## src/indexed_sequence_store_macros.svh

```systemverilog
// Assertion macros used by the isq_ctrl module of the indexed sequence store RTL.
`ifndef INDEXED_SEQUENCE_STORE_MACROS_SVH
`define INDEXED_SEQUENCE_STORE_MACROS_SVH

`ifndef NO_ASSERTIONS

// Check a property on every rising edge, masked while reset is active.
`define ISQ_ASSERT(label, clk, rstn, prop, msg) \
  label: assert property (@(posedge clk) disable iff (!(rstn)) (prop)) else $error(msg);

// Check a property on every rising edge, reset included.
`define ISQ_ASSERT_ALWAYS(label, clk, prop, msg) \
  label: assert property (@(posedge clk) (prop)) else $error(msg);

`else

`define ISQ_ASSERT(label, clk, rstn, prop, msg)

`define ISQ_ASSERT_ALWAYS(label, clk, prop, msg)

`endif

`endif

```

## src/isq_pkg.sv

```systemverilog
// Shared types and constants of the indexed sequence store.
package isq_pkg;

  localparam int unsigned CAPACITY_DEF   = 1024;
  localparam int unsigned DATA_WIDTH_DEF = 16;

  localparam int unsigned OPCODE_W    = 3;
  localparam int unsigned POS_W       = 11;
  localparam int unsigned VALUE_W     = 16;
  localparam int unsigned STATUS_W    = 2;
  localparam int unsigned READ_W      = 16;
  localparam int unsigned COUNT_W     = 11;
  localparam int unsigned IN_TDATA_W  = 32;
  localparam int unsigned OUT_TDATA_W = 32;

  typedef enum logic [OPCODE_W-1:0] {
    OP_READ   = 3'd0,
    OP_INSERT = 3'd1,
    OP_HEAD   = 3'd2,
    OP_TAIL   = 3'd3,
    OP_DELETE = 3'd4
  } opcode_e;

  typedef enum logic [STATUS_W-1:0] {
    ST_DONE  = 2'd0,
    ST_RANGE = 2'd1,
    ST_FULL  = 2'd2
  } status_e;

  typedef enum logic [0:0] {
    S_IDLE = 1'b0,
    S_READ = 1'b1
  } state_e;

  // Broadcast from the controller to every cell.
  typedef struct packed {
    logic ins;         // open a gap at pos, write the new value there
    logic del;         // close the gap at pos
    logic lane_load;   // copy the stored row into the read lane
    logic lane_shift;  // move the read lane one cell toward the head
  } cell_ctl_t;

endpackage

```

## src/isq_cell.sv

```systemverilog
// One storage cell of the shifting row, with its read lane stage.
module isq_cell #(
  parameter int unsigned DATA_WIDTH = isq_pkg::DATA_WIDTH_DEF,
  parameter int unsigned PW         = isq_pkg::POS_W,
  parameter int unsigned IDX        = 0
) (
  input  logic                  clk_i,
  input  isq_pkg::cell_ctl_t    ctl_i,
  input  logic [PW-1:0]         pos_i,
  input  logic [DATA_WIDTH-1:0] wr_data_i,
  input  logic [DATA_WIDTH-1:0] prev_data_i,
  input  logic [DATA_WIDTH-1:0] next_data_i,
  input  logic [DATA_WIDTH-1:0] next_lane_i,
  output logic [DATA_WIDTH-1:0] data_o,
  output logic [DATA_WIDTH-1:0] lane_o
);
  import isq_pkg::*;

  localparam logic [PW-1:0] MyIdx = PW'(IDX);

  logic [DATA_WIDTH-1:0] data_q, data_d;
  logic [DATA_WIDTH-1:0] lane_q, lane_d;

  always_comb begin
    data_d = data_q;
    if (ctl_i.ins) begin
      if (MyIdx > pos_i) begin
        data_d = prev_data_i;
      end else if (MyIdx == pos_i) begin
        data_d = wr_data_i;
      end
    end else if (ctl_i.del) begin
      if (MyIdx >= pos_i) begin
        data_d = next_data_i;
      end
    end
  end

  always_comb begin
    lane_d = lane_q;
    if (ctl_i.lane_load) begin
      lane_d = data_q;
    end else if (ctl_i.lane_shift) begin
      lane_d = next_lane_i;
    end
  end

  always_ff @(posedge clk_i) begin
    data_q <= data_d;
    lane_q <= lane_d;
  end

  assign data_o = data_q;
  assign lane_o = lane_q;

endmodule

```

## config.mk

```make
export PLATFORM = sky130hd
export DESIGN_NAME = isq_cell
export DESIGN_NICKNAME = d
export VERILOG_FILES = /design/src/indexed_sequence_store_macros.svh /design/src/isq_pkg.sv /design/src/isq_cell.sv
export SDC_FILE = /design/constraint.sdc
export NUM_CORES = 1
export LEC_CHECK = 0
export ABC_AREA = 1
export BUFFER_PORTS_ARGS = -buffer_cell sky130_fd_sc_hd__buf_2
export CELL_PAD_IN_SITES_DETAIL_PLACEMENT = 2
export CELL_PAD_IN_SITES_GLOBAL_PLACEMENT = 2
export CORE_MARGIN = 4
export CORE_UTILIZATION = 18
export DETAILED_ROUTE_END_ITERATION = 16
export PLACE_DENSITY = 0.8
export SETUP_SLACK_MARGIN = 0.02
export SYNTH_ARGS = -nofsm -noshare
export SYNTH_HDL_FRONTEND = slang
export SYNTH_SLANG_ARGS = --single-unit
```

## constraint.sdc

```tcl
create_clock -name clk_i -period 1.42 [get_ports clk_i]
set_input_delay 0.071 -clock clk_i [delete_from_list [all_inputs] [get_ports clk_i]]
set_output_delay 0.071 -clock clk_i [all_outputs]
set_load 0.05 [all_outputs]
```

Word level (Yosys, flattened, before mapping):

Index checks and enable logic that the tools add are counted.

* input port bits: 80
* logic and storage cells: 17
* register bits: 32
* output and inout port bits: 32

* reductions and logical operators: 5
* multiplexer cells: 7
* magnitude comparators: 2
* eq/ne operators: 1

Operators with widths (count)
* two-way mux 16 bit: 7
* >= comparator 1 x 11 -> 1 bit, first input constant: 1
* > comparator 1 x 11 -> 1 bit, first input constant: 1
* zero test 11 bit: 1
* nonzero test 2 bit: 3
* inequality test 3 x 1 -> 1 bit, second input constant: 1
* AND reduction 3 bit: 1

Logic depth before layout (Yosys ltp):

* depth after elaboration: 4
* gate-level depth with buffers: 5
* gate-level depth less buffers: 5

Worst setup path after synthesis:

OpenSTA, ideal clock, no wires.

* path type: input to register
* start: input ctl_i[3] in the netlist's numbering
* end: register data_q[0], in the netlist data_o[0], enable pin
* arrival time: 1.037 ns
* setup slack: -0.005 ns
* data required time: 1.031 ns
* buffers on the path: 1
* setup time: 0.389 ns
* stages on the path: 4
* cells stage by stage: buf_6 > or2_1 > nand3_1 > nor2_1

* longest elaborated chain between the ends: 2
* elaborated cells on any way between the ends: 4
* those cells by class: 1 x eq/ne; 3 x reduce/logical

Ends and longest elaborated chain
* start, declared: line isq_cell.sv:8 `input isq_pkg::cell_ctl_t ctl_i,`
* inequality test 3 x 1 -> 1 bit (no source line) or nonzero test 2 bit (tied branches)
* AND reduction 3 bit (no source line) *
* end signal, assigned: line isq_cell.sv:49 `data_q <= data_d;`
* end, declared: line isq_cell.sv:21 `logic [DATA_WIDTH-1:0] data_q, data_d;`

Mark *: on every way between the ends. The rest lies on a longest branch, timed or not.
A chain may end at the register's enable or synchronous reset.

Final worst setup path:

* start: register data_q[11], in the netlist data_o[11]
* end: output data_o[11]

RTL lines
* end, declared: line isq_cell.sv:14 `output logic [DATA_WIDTH-1:0] data_o,`

No word-level cell between the ends.

==> reports/results.ini <==
[timing]
finalSetupViolCount=0
tightest_slew_ns=0.3600
fmax_mhz=989.3
post-route-min-period_ns=1.011
finalSetupTns_ns=0
relSlewSlack_pct=76.00
layout_setup_ws_ns=0.4092
timing.hold.ws_ns=0.06243
period_share_pct=71.18
rsz0062_at_grt=no
maxSlewViolCount=0
hold_viol_final=0
finClkSkew_ns=0.005204

[hold_path]
min_from=next_lane_i[13]
min_path_type=in2reg

[synthesis]
synth_cells=154
synth_warnings=0
seq_area_frac_synth_pct=65.58
synth_area_leaders=edfxtp_1 66%, nand2_1 26%, buf_6 3.1%
syn_area_per_cell_sq_um=9.514
syn_area_sq_um=1465
syn-num-nets=234
synth_cell_types=11
synth_top_area_share_pct=65.58
synth_top_area_cell=edfxtp_1
synth_seq_cells=32

[critical_path]
startpoint_type=register
critPathBufInv=1
required_ns=1.35
critical_path.slowest_cell=edfxtp_1
crit_path_max_incr_delay_ns=0.39
arrival_ns=0.94
critical_path_class=reg2out
worstPathCellList=buf_2
endpoint_kind=primary output
crit_family=flip-flops
worstReg2RegStart=data_o[13]
crit_fanout=2
startpoint=data_o[11]

[clock_network]
clockRootBuffer=clkbuf_8
cts_buffers=5
htreeDepth=2
post_cts_buffers=0
cts_resized=0
cts_tree=yes
ctsHoldBuffers=0
clk_pin_slew_ns=0.06
cts_buffer_depth=2
insertion_delay_ns=0.27
cts.sinks=32

[floorplan]
io_pins=112
die_h_microns=98.22
std_cell_rows=32
fp.coreArea_sq_um=7807
dieArea_sq_um=9647
die_w_microns=98.22
initial_core_util_pct=18.77

[placed_design]
placed_cells=348
hpwl_microns=4010
gp_congestion=0.6761
place.port_buffers=95
dp_slack_ns=0.2721
place_area_sq_um=2033

[drt]
wl_per_cell_microns=13.17
postRouteAntennaNets=0
dr.pass1.iters=4
drc=0
viasPerCell=3.781
first_iter_violations=24
wl_microns=4690
num_vias=1346

[finish]
fin_util_pct=27.07
drive_above_1_share_pct=42.13
fill_cells=926
nets=333
areaGrowthSynthToFinish_pct=44.24
design_area_sq_um=2113
n_antenna_cell=0
fin_cells=356

[power_and_ir_drop]
power_density_nw_per_um2=995.4
finalPower_mw=2.103
ir_worst_vdd_v=0.0002742
leakage_nw=1.073

[global_routing]
grt_remaining_overflow=0
antenna_found_initial=1
grt_max_degree=18
grt_pass1_wl_microns=7314
grt_pass1_vias=1498
track_usage_pct=9.826

[run]
max_cap_viol_count=0

[outcome]
status=finished, final reports clean

[cells in the mapped netlist]
master	count
buf_6	4
nand3_1	1
edfxtp_1	32
nand2_1	100
or2_2	1
inv_4	1
nor2_1	5
buf_4	2
inv_2	1
or2_1	1
inv_1	6
[report_power, final]
group          switching (mW)  internal [mW]
Clock                   0.299          0.340
Sequential            0.00790           1.09
Combinational           0.250          0.121
Total                   0.557           1.55
[sequential cells by signal, indices dropped and copies added, names as in the netlist]
register and count:
data_o 16, lane_o 16
[worst paths after layout]
kind                            cells past startpoint  slack (ns)         end
worst min register to register                      2        0.57   lane_o[1]
worst max register to register                      2        0.62  lane_o[13]
worst max-delay path                                1        0.41  data_o[11]
worst min-delay path                                3        0.06  lane_o[13]
[cell families (layout without fill, tap and decap cells)]
group	after synthesis	count (layout)	share of synthesized area, %
buf+inv	14	114	6.319
simple gates	108	108	28.10
flops	32	32	65.58
[cells in the final DEF (no fill, tap or decap)]
master / n
edfxtp_1: 32
inv_4: 1
inv_2: 1
clkinv_1: 1
clkbuf_8: 5
or2_2: 1
buf_4: 3
nor2_1: 4
inv_1: 6
or2_1: 1
nand3_1: 1
nand2_1: 100
buf_2: 95
nor2_2: 1
clkbuf_1: 2
[layout make-up]
cell class	count	area, sq um	area share (%)
inverters	8	32.53	1.539
well taps	102	127.6	6.039
repair buffers	98	498.0	23.56
clock inverters	1	3.754	0.1776
multi-input cells	108	414.1	19.60
clock buffers	7	76.32	3.612
flip-flops and latches	32	960.9	45.47
[routing by layer]
metal | vias to the layer above | global-route usage [%] | part of all wire (%)
li1 | 678 | - | -
met1 | 606 | 10.40 | 38
met2 | 51 | 18.17 | 53
met3 | 9 | 3.000 | 6.4
met4 | 2 | 3.782 | 1.7
met5 | - | 0 | 0.43
No activity file was read; power rests on OpenSTA's default activity.
