**src/indexed_sequence_store_macros.svh**
```systemverilog
// Assertion macros used by the isq_ctrl module of the indexed sequence store RTL.
`ifndef INDEXED_SEQUENCE_STORE_MACROS_SVH
`define INDEXED_SEQUENCE_STORE_MACROS_SVH

`ifndef NO_ASSERTIONS

// Check a property on every rising edge, masked while reset is active.
`define ISQ_ASSERT(label, clk, rstn, prop, msg) \
  label: assert property (@(posedge clk) disable iff (!(rstn)) (prop)) else $error(msg);

// Check a property on every rising edge, reset included.
`define ISQ_ASSERT_ALWAYS(label, clk, prop, msg) \
  label: assert property (@(posedge clk) (prop)) else $error(msg);

`else

`define ISQ_ASSERT(label, clk, rstn, prop, msg)

`define ISQ_ASSERT_ALWAYS(label, clk, prop, msg)

`endif

`endif

```
**src/isq_pkg.sv**
```systemverilog
// Shared types and constants of the indexed sequence store.
package isq_pkg;

  localparam int unsigned CAPACITY_DEF   = 1024;
  localparam int unsigned DATA_WIDTH_DEF = 16;

  localparam int unsigned OPCODE_W    = 3;
  localparam int unsigned POS_W       = 11;
  localparam int unsigned VALUE_W     = 16;
  localparam int unsigned STATUS_W    = 2;
  localparam int unsigned READ_W      = 16;
  localparam int unsigned COUNT_W     = 11;
  localparam int unsigned IN_TDATA_W  = 32;
  localparam int unsigned OUT_TDATA_W = 32;

  typedef enum logic [OPCODE_W-1:0] {
    OP_READ   = 3'd0,
    OP_INSERT = 3'd1,
    OP_HEAD   = 3'd2,
    OP_TAIL   = 3'd3,
    OP_DELETE = 3'd4
  } opcode_e;

  typedef enum logic [STATUS_W-1:0] {
    ST_DONE  = 2'd0,
    ST_RANGE = 2'd1,
    ST_FULL  = 2'd2
  } status_e;

  typedef enum logic [0:0] {
    S_IDLE = 1'b0,
    S_READ = 1'b1
  } state_e;

  // Broadcast from the controller to every cell.
  typedef struct packed {
    logic ins;         // open a gap at pos, write the new value there
    logic del;         // close the gap at pos
    logic lane_load;   // copy the stored row into the read lane
    logic lane_shift;  // move the read lane one cell toward the head
  } cell_ctl_t;

endpackage

```
**src/isq_ctrl.sv**
```systemverilog
// Opcode decode, entry count, read walk and result register of the store.
`include "indexed_sequence_store_macros.svh"

module isq_ctrl #(
  parameter int unsigned CAPACITY   = isq_pkg::CAPACITY_DEF,
  parameter int unsigned DATA_WIDTH = isq_pkg::DATA_WIDTH_DEF,
  parameter int unsigned CW         = $clog2(CAPACITY + 1),
  parameter int unsigned PW         = (CW > isq_pkg::POS_W) ? CW : isq_pkg::POS_W
) (
  input  logic                           clk_i,
  input  logic                           rst_ni,
  input  logic                           s_valid_i,
  output logic                           s_ready_o,
  input  logic [isq_pkg::OPCODE_W-1:0]   opcode_i,
  input  logic [isq_pkg::POS_W-1:0]      position_i,
  input  logic [isq_pkg::VALUE_W-1:0]    value_i,
  output logic                           m_valid_o,
  input  logic                           m_ready_i,
  output logic [isq_pkg::STATUS_W-1:0]   status_o,
  output logic [isq_pkg::READ_W-1:0]     read_value_o,
  output logic [isq_pkg::COUNT_W-1:0]    count_o,
  output isq_pkg::cell_ctl_t             cell_ctl_o,
  output logic [PW-1:0]                  cell_pos_o,
  output logic [DATA_WIDTH-1:0]          cell_wr_o,
  input  logic [DATA_WIDTH-1:0]          lane_head_i
);
  import isq_pkg::*;

  localparam logic [CW-1:0] CapVal = CW'(CAPACITY);

  state_e                state_q, state_d;
  logic [CW-1:0]         count_q, count_d;
  logic [PW-1:0]         rem_q, rem_d;
  logic                  m_valid_q, m_valid_d;
  logic [STATUS_W-1:0]   m_status_q;
  logic [READ_W-1:0]     m_read_q;
  logic [COUNT_W-1:0]    m_count_q;

  logic                  in_acc;
  logic                  out_load;
  status_e               res_status;
  logic [READ_W-1:0]     res_read;
  logic [PW-1:0]         pos_ext;
  logic [PW-1:0]         count_ext;
  logic [PW-1:0]         ins_pos;
  cell_ctl_t             ctl;
  logic [DATA_WIDTH+VALUE_W-1:0] wr_ext;
  logic [DATA_WIDTH+READ_W-1:0]  rd_ext;
  logic [CW+COUNT_W-1:0]         cnt_ext;

  assign s_ready_o = (state_q == S_IDLE) && (!m_valid_q || m_ready_i);
  assign in_acc    = s_valid_i && s_ready_o;
  assign pos_ext   = PW'(position_i);
  assign count_ext = PW'(count_q);

  assign wr_ext    = {{DATA_WIDTH{1'b0}}, value_i};
  assign cell_wr_o = wr_ext[DATA_WIDTH-1:0];
  assign rd_ext    = {{READ_W{1'b0}}, lane_head_i};

  always_comb begin
    case (opcode_i)
      OP_HEAD: ins_pos = '0;
      OP_TAIL: ins_pos = count_ext;
      default: ins_pos = pos_ext;
    endcase
  end

  always_comb begin
    state_d    = state_q;
    count_d    = count_q;
    rem_d      = rem_q;
    ctl        = '0;
    out_load   = 1'b0;
    res_status = ST_RANGE;
    res_read   = '0;
    cell_pos_o = pos_ext;
    case (state_q)
      S_IDLE: begin
        if (in_acc) begin
          out_load = 1'b1;
          case (opcode_i)
            OP_READ: begin
              if (pos_ext < count_ext) begin
                // walk the read lane down to the head
                ctl.lane_load = 1'b1;
                rem_d         = pos_ext;
                state_d       = S_READ;
                out_load      = 1'b0;
              end
            end
            OP_INSERT, OP_HEAD, OP_TAIL: begin
              cell_pos_o = ins_pos;
              if (ins_pos > count_ext) begin
                res_status = ST_RANGE;
              end else if (count_q == CapVal) begin
                res_status = ST_FULL;
              end else begin
                ctl.ins    = 1'b1;
                count_d    = count_q + 1'b1;
                res_status = ST_DONE;
              end
            end
            OP_DELETE: begin
              if (pos_ext < count_ext) begin
                ctl.del    = 1'b1;
                count_d    = count_q - 1'b1;
                res_status = ST_DONE;
              end
            end
            default: res_status = ST_RANGE;
          endcase
        end
      end
      S_READ: begin
        if (rem_q == '0) begin
          out_load   = 1'b1;
          res_status = ST_DONE;
          res_read   = rd_ext[READ_W-1:0];
          state_d    = S_IDLE;
        end else begin
          ctl.lane_shift = 1'b1;
          rem_d          = rem_q - 1'b1;
        end
      end
      default: state_d = S_IDLE;
    endcase
  end

  assign cell_ctl_o = ctl;
  assign cnt_ext    = {{COUNT_W{1'b0}}, count_d};

  always_comb begin
    m_valid_d = m_valid_q;
    if (out_load) begin
      m_valid_d = 1'b1;
    end else if (m_ready_i) begin
      m_valid_d = 1'b0;
    end
  end

  always_ff @(posedge clk_i or negedge rst_ni) begin
    if (!rst_ni) begin
      state_q   <= S_IDLE;
      count_q   <= '0;
      rem_q     <= '0;
      m_valid_q <= 1'b0;
    end else begin
      state_q   <= state_d;
      count_q   <= count_d;
      rem_q     <= rem_d;
      m_valid_q <= m_valid_d;
    end
  end

  always_ff @(posedge clk_i) begin
    if (out_load) begin
      m_status_q <= res_status;
      m_read_q   <= res_read;
      m_count_q  <= cnt_ext[COUNT_W-1:0];
    end
  end

  assign m_valid_o    = m_valid_q;
  assign status_o     = m_status_q;
  assign read_value_o = m_read_q;
  assign count_o      = m_count_q;

  `ISQ_ASSERT(a_count_bound, clk_i, rst_ni, count_q <= CapVal, "entry count above capacity")
  `ISQ_ASSERT(a_read_no_result, clk_i, rst_ni, (state_q == S_READ) |-> !m_valid_q, "result pending during read walk")
  `ISQ_ASSERT(a_count_hold, clk_i, rst_ni, !in_acc |=> $stable(count_q), "count moved without an accepted beat")
  `ISQ_ASSERT(a_count_step, clk_i, rst_ni, in_acc |=> (count_q == $past(count_q) || count_q == $past(count_q) + 1'b1 || count_q == $past(count_q) - 1'b1), "count moved by more than one")

endmodule

```
**config.mk**
```make
export PLATFORM = sky130hd
export DESIGN_NAME = isq_ctrl
export DESIGN_NICKNAME = d
export VERILOG_FILES = /design/src/isq_pkg.sv /design/src/isq_ctrl.sv
export VERILOG_INCLUDE_DIRS = /design/src /design/src/src
export SDC_FILE = /design/constraint.sdc
export NUM_CORES = 1
export LEC_CHECK = 0
export BUFFER_PORTS_ARGS = -buffer_cell sky130_fd_sc_hd__buf_2
export CORE_MARGIN = 1.5
export CORE_UTILIZATION = 35
export DETAILED_ROUTE_END_ITERATION = 10
export SLEW_MARGIN = 20
export SYNTH_ARGS = -nofsm -noshare
export SYNTH_HDL_FRONTEND = slang
export SYNTH_SLANG_ARGS = --single-unit
```
**constraint.sdc**
```tcl
create_clock -name clk_i -period 2.9 [get_ports clk_i]
set_clock_uncertainty 0.15 [all_clocks]
set_input_delay 0.435 -clock clk_i [delete_from_list [all_inputs] [get_ports clk_i]]
set_output_delay 0.435 -clock clk_i [all_outputs]
set_load 0.02 [all_outputs]
```
# [Yosys cells after proc, flatten, opt, wreduce, memory -nomap -nowiden]
# Index checks and enable logic that the tools add are counted.
[word_totals] register_bits=53 latch_bits=0 ram_bits=0 romBits=0 inputBits=50 out_inout_bits=62 word_cells=73 n_memories=0
[op_classes] n_addsub=3 multipliers=0 div=0 order_cmp=2 n_eq_ne=9 shift=0 n_mux=41 bitwise=1 n_reduce_logical=10
[ops] cell="2-to-1 mux 11 bit" n=12
[ops] cell="one-hot mux 11 bit (2 select lines)" n=3
[ops] cell="subtractor 11 x 1 -> 11 bit, second input constant" n=2
[ops] cell="2-to-1 mux 1 bit" n=17
[ops] cell="adder 11 x 1 -> 11 bit, second input constant" n=1
[ops] cell="equality test 11 bit, second input constant" n=1
[ops] cell="greater-than comparator 11 bit" n=1
[ops] cell="logical NOT 11 bit" n=1
[ops] cell="less-than comparator 11 bit" n=1
[ops] cell="one-hot mux 2 bit (2 select lines)" n=2
[ops] cell="equality test 3 x 2 -> 1 bit, second input constant" n=2
[ops] cell="2-to-1 mux 2 bit" n=3
[ops] cell="2-to-1 mux 3 bit" n=2
[ops] cell="inequality test 2 x 1 -> 1 bit, second input constant" n=2
[ops] cell="inequality test 2 bit, second input constant" n=2
[ops] cell="one-hot mux 1 bit (2 select lines)" n=2
[ops] cell="AND reduction 4 bit" n=1
[ops] cell="equality test 3 x 1 -> 1 bit, second input constant" n=1
[ops] cell="equality test 3 bit, second input constant" n=1
[ops] cell="logical NOT 3 bit" n=1
[ops] cell="OR reduction 3 bit" n=1
[ops] cell="logical AND 1 bit" n=2
[ops] cell="AND reduction 2 bit" n=1
[ops] cell="nonzero test 2 bit" n=1
[ops] cell="3 further kinds" n=3

# [Logic depth before layout (Yosys ltp)]
[depth] depth_word=7 mapped_depth=14 mapped_depth_nobuf=12

# [Least setup slack after synthesis]
# Ideal clock, no wire load.
[synth_path] path_kind="input to register" start="input port opcode_i[2] (netlist bit)" end="register m_count_q[2], in the netlist count_o[2] (data pin)" setup_time_ps=269 arrival_time_ps=2891 t_required_ps=2481 path_slack_ps=-411 cell_stages=14 n_path_buf=2 cell_sequence="clkbuf_1 > nand2b_1 > clkbuf_1 > nand2_1 > o21ai_0 > ha_1 > a41o_1 > a21oi_1 > o21ai_0 > o21ai_1 > nand3_1 > inv_1 > a22oi_1 > xnor2_1"
[synth_between] elab_chain_cells=7 word_cells_on_any_way=11 cone_classes="order compare: 1; eq/ne: 4; mux: 5; reduce/logical: 1"
[synth_lines] item="start: declaration" line="isq_ctrl.sv:14" text="input logic [isq_pkg::OPCODE_W-1:0] opcode_i,"
[synth_lines] item="equality test 3 x 2 -> 1 bit" line="isq_ctrl.sv:61, isq_ctrl.sv:81"
[synth_lines] item="one-hot mux 11 bit (2 select lines)" line="isq_ctrl.sv:61" text="case (opcode_i)"
[synth_lines] item="greater-than comparator 11 bit" line="isq_ctrl.sv:93" text="if (ins_pos > count_ext) begin"
[synth_lines] item="2-to-1 mux 11 bit" line="isq_ctrl.sv:93"
[synth_lines] item="one-hot mux 11 bit (2 select lines) *" line="isq_ctrl.sv:81" text="case (opcode_i)"
[synth_lines] item="2-to-1 mux 11 bit *" line="isq_ctrl.sv:79" text="if (in_acc) begin"
[synth_lines] item="2-to-1 mux 11 bit *" line="isq_ctrl.sv:77" text="case (state_q)"
[synth_lines] item="via count_d[2]" line="isq_ctrl.sv:32" text="logic [CW-1:0] count_q, count_d;"
[synth_lines] item="end signal: assignment" line="isq_ctrl.sv:159" text="m_count_q <= cnt_ext[COUNT_W-1:0];"
[synth_lines] item="end: declaration" line="isq_ctrl.sv:37" text="logic [COUNT_W-1:0] m_count_q;"
# Mark *: on every way through the listed nets, which the timed path passes. The rest lies on a longest branch.
# A chain may end at the register's enable or synchronous reset.

==> impl_metrics.env <==
export IMPL_grt_max_degree=30
export IMPL_worstPathArrival_ps=2220
export IMPL_yosysSeqAreaShare_pct=41.7
export IMPL_drt_initial_drc_count=179
export IMPL_min_period_over_period_pct=96.6
export IMPL_place_area_mm2=0.00418
export IMPL_cp_top_family="simple AND/OR/NAND/NOR gates"
export IMPL_antenna_found_initial=0
export IMPL_min_period_ps=2800
export IMPL_die_area_mm2=0.0107
export IMPL_ant_nets=0
export IMPL_clockBufferDepth=2
export IMPL_synth_simple_area_share_pct=26.4
export IMPL_worst_pin_slew_ps=715
export IMPL_fin_nets=564
export IMPL_syn_area_mm2=0.00353
export IMPL_hold_path_class="input pin to flop"
export IMPL_async_flop_share_pct=45.3
export IMPL_yosysMostFrequentCell="nand2_1"
export IMPL_path_buf_inv=3
export IMPL_pin_count=112
export IMPL_cp_max_fo=11
export IMPL_drive_gt1_share_pct=37.7
export IMPL_clock_root_buffer="clkbuf_8"
export IMPL_synth_nets=458
export IMPL_finalSetupTns_ps=0
export IMPL_path_cells="buf_2 > nand2b_4 > nand2_1 > o21ai_2 > ha_1 > nand4_1 > a211oi_1 > a41o_1 > o21ai_4 > nand3_2 > inv_2 > buf_4"
export IMPL_hold_violations=0
export IMPL_relSlewSlack_pct=51.9
export IMPL_clock_fmax_ghz=0.357
export IMPL_required_ps=2320
export IMPL_synth_top_family_by_area="simple AND/OR/NAND/NOR gates"
export IMPL_num_rows=36
export IMPL_design_area_mm2=0.00455
export IMPL_crit_path_end_kind="output port"
export IMPL_synth_area_leaders="edfxtp_1 25%, dfrtp_1 17%, ha_1 8.5%"
export IMPL_drt_wl_total_um=9630
export IMPL_hold_ws_ps=247
export IMPL_peakVddDrop_mv=0.196
export IMPL_vias=3179
export IMPL_rsz0062_at_grt="true"
export IMPL_die_w_um=103
export IMPL_synth_top_area_share_pct=24.7
export IMPL_dominantRegCellSynth="edfxtp_1"
export IMPL_clkTransAtPathRegs_ps=100
export IMPL_ys_seq_elements=53
export IMPL_grt_overflow=0
export IMPL_antenna_cells=0
export IMPL_grt_pass1_wl_um=14800
export IMPL_syn_to_final_growth_pct=28.9
export IMPL_setup_viol=0
export IMPL_synthCells=384
export IMPL_cp_slowest_cell="ha_1"
export IMPL_synthAdderAreaFrac_pct=8.50
export IMPL_via_per_inst=5.09
export IMPL_p_leak_nw=2.02
export IMPL_cp_start_kind="input pin"
export IMPL_yosys_warnings=0
export IMPL_synth_top_cell_by_area="edfxtp_1"
export IMPL_gr_usage_all_layers_pct=17.6
export IMPL_drc=0
export IMPL_status="finished clean"
export IMPL_clock_latency_ps=310
export IMPL_synth_mux_area_share_pct=0.567
export IMPL_post_drt_wl_per_cell_um=15.4
export IMPL_critical_path_class="input pin to output port"
export IMPL_synth_compound_area_share_pct=13.0
export IMPL_p_per_area_mw_per_mm2=384
export IMPL_synth_cell_types=59
export IMPL_port_buffers=79
export IMPL_max_stage_delay_ps=300
export IMPL_ys_top_cells_by_count="76 x nand2_1, 29 x edfxtp_1, 24 x dfrtp_1, 24 x ha_1, 20 x and2_1"
export IMPL_hpwl_um=6910
export IMPL_cts_tree="built"
export IMPL_cts_max_level=2
export IMPL_cap_violations=0
export IMPL_finalCoreUtilization_pct=46.6
export IMPL_start_util_pct=36.1
export IMPL_slew_violations=0
export IMPL_place_congestion=1.00
export IMPL_clock_sinks=53
export IMPL_place_ws_ps=-157
export IMPL_cts_buffers=5
export IMPL_core_area_mm2=0.00977
export IMPL_synth_xor_xnor_area_share_pct=1.98
export IMPL_die_h_um=103
export IMPL_avgSynthCellArea_um2=9.20
export IMPL_synth_edf_count=29
export IMPL_setup_ws_ps=99.5
export IMPL_first_pass_iters=4
export IMPL_grt_pass1_vias=3042
==> final timing paths <==
check,startpoint,cells past startpoint,endpoint,slack (ps)
worst min register to register,rem_q[1],2,rem_q[1],400
max in group asynchronous,rst_ni,2,count_ext[10],1650
min in group asynchronous,rst_ni,2,rem_q[1],510
worst min-delay path,lane_head_i[14],2,read_value_o[14],250
worst max register to register,count_ext[7],11,count_o[3],130
worst max-delay path,opcode_i[1],12,cell_ctl_o[3],100
==> area by class of cell <==
class | instances | area [um^2]
Timing Repair Buffer | 126 | 768
Multi-Input combinational cell | 284 | 1950
Sequential cell | 53 | 1480
Clock inverter | 2 | 38.8
Fill cell | 954 | 5220
Inverter | 20 | 80.1
Clock buffer | 6 | 72.6
Tap cell | 133 | 166
==> per-stage QoR <==
stage | total power [mW] | std cells
3_3_place_gp | 1.20 | 599
2_1_floorplan | 1.12 | 384
5_1_grt | 1.84 | 624
3_5_place_dp | 1.21 | 599
4_1_cts | 1.73 | 613
6_report | 1.75 | 624
==> per-layer routing <==
metal | wire length, um | part of all wire, % | GRT usage [%]
met2 | 4550 | 47 | 28.3
met5 | 0 | 0 | 0
met3 | 577 | 6.0 | 2.96
met1 | 4350 | 45 | 24.0
met4 | 156 | 1.6 | 6.44
==> cells in the final DEF, fill, tap and decap left out, types with 3 or more instances in the layout <==
cell type  instances
buf_2             77
nor2b_1            6
dfrtp_2            3
a21oi_2            4
and2_1            20
o211ai_1           3
o21ai_1            4
nand2_1           74
clkbuf_8           5
nand3_1           11
dfrtp_1           21
nand4b_1           3
inv_1             11
inv_2              8
o21ai_0            3
nand2b_4           3
nor2_1            17
nor3_1             8
buf_4             47
xnor2_1            8
nand3b_1           6
a31oi_1            3
nand4_1           12
nand2_2            4
a21o_1             4
ha_1              21
edfxtp_1          29
ha_4               3
a21oi_1            9
o21ai_2           13
==> repair_timing <==
action | 4_1_cts | 5_1_grt
endpoints found under the hold margin | 21 | 0
hold buffers | 1 | 0
setup buffers | 4 | 10
gates cloned | 1 | 1
resized for setup | 7 | 28
pin swaps | 2 | 5
setup endpoints to repair | 3 | 8
==> where the power goes <==
part	internal, mW	switching [mW]
logic	0.161	0.178
clock network	0.259	0.245
registers	0.837	0.0683
total	1.26	0.491
==> registers in the layout, indices dropped and copies added (netlist names) <==
register	count
m_valid_o	1
state_q	1
count_ext	11
read_value_o	16
rem_q	11
count_o	11
status_o	2
==> cell families (layout without fill, tap and decap cells) <==
| kind of cell | Yosys count | in the layout |
|---|---|---|
| AOI/OAI and AO/OA | 66 | 66 |
| xor gates and xnor gates | 8 | 8 |
| adders and majority gates | 24 | 24 |
| buffers and inverters | 49 | 154 |
| DFF | 53 | 53 |
| muxes | 2 | 2 |
| and+or+nand+nor | 182 | 184 |
No activity file was read; power rests on OpenSTA's default activity.
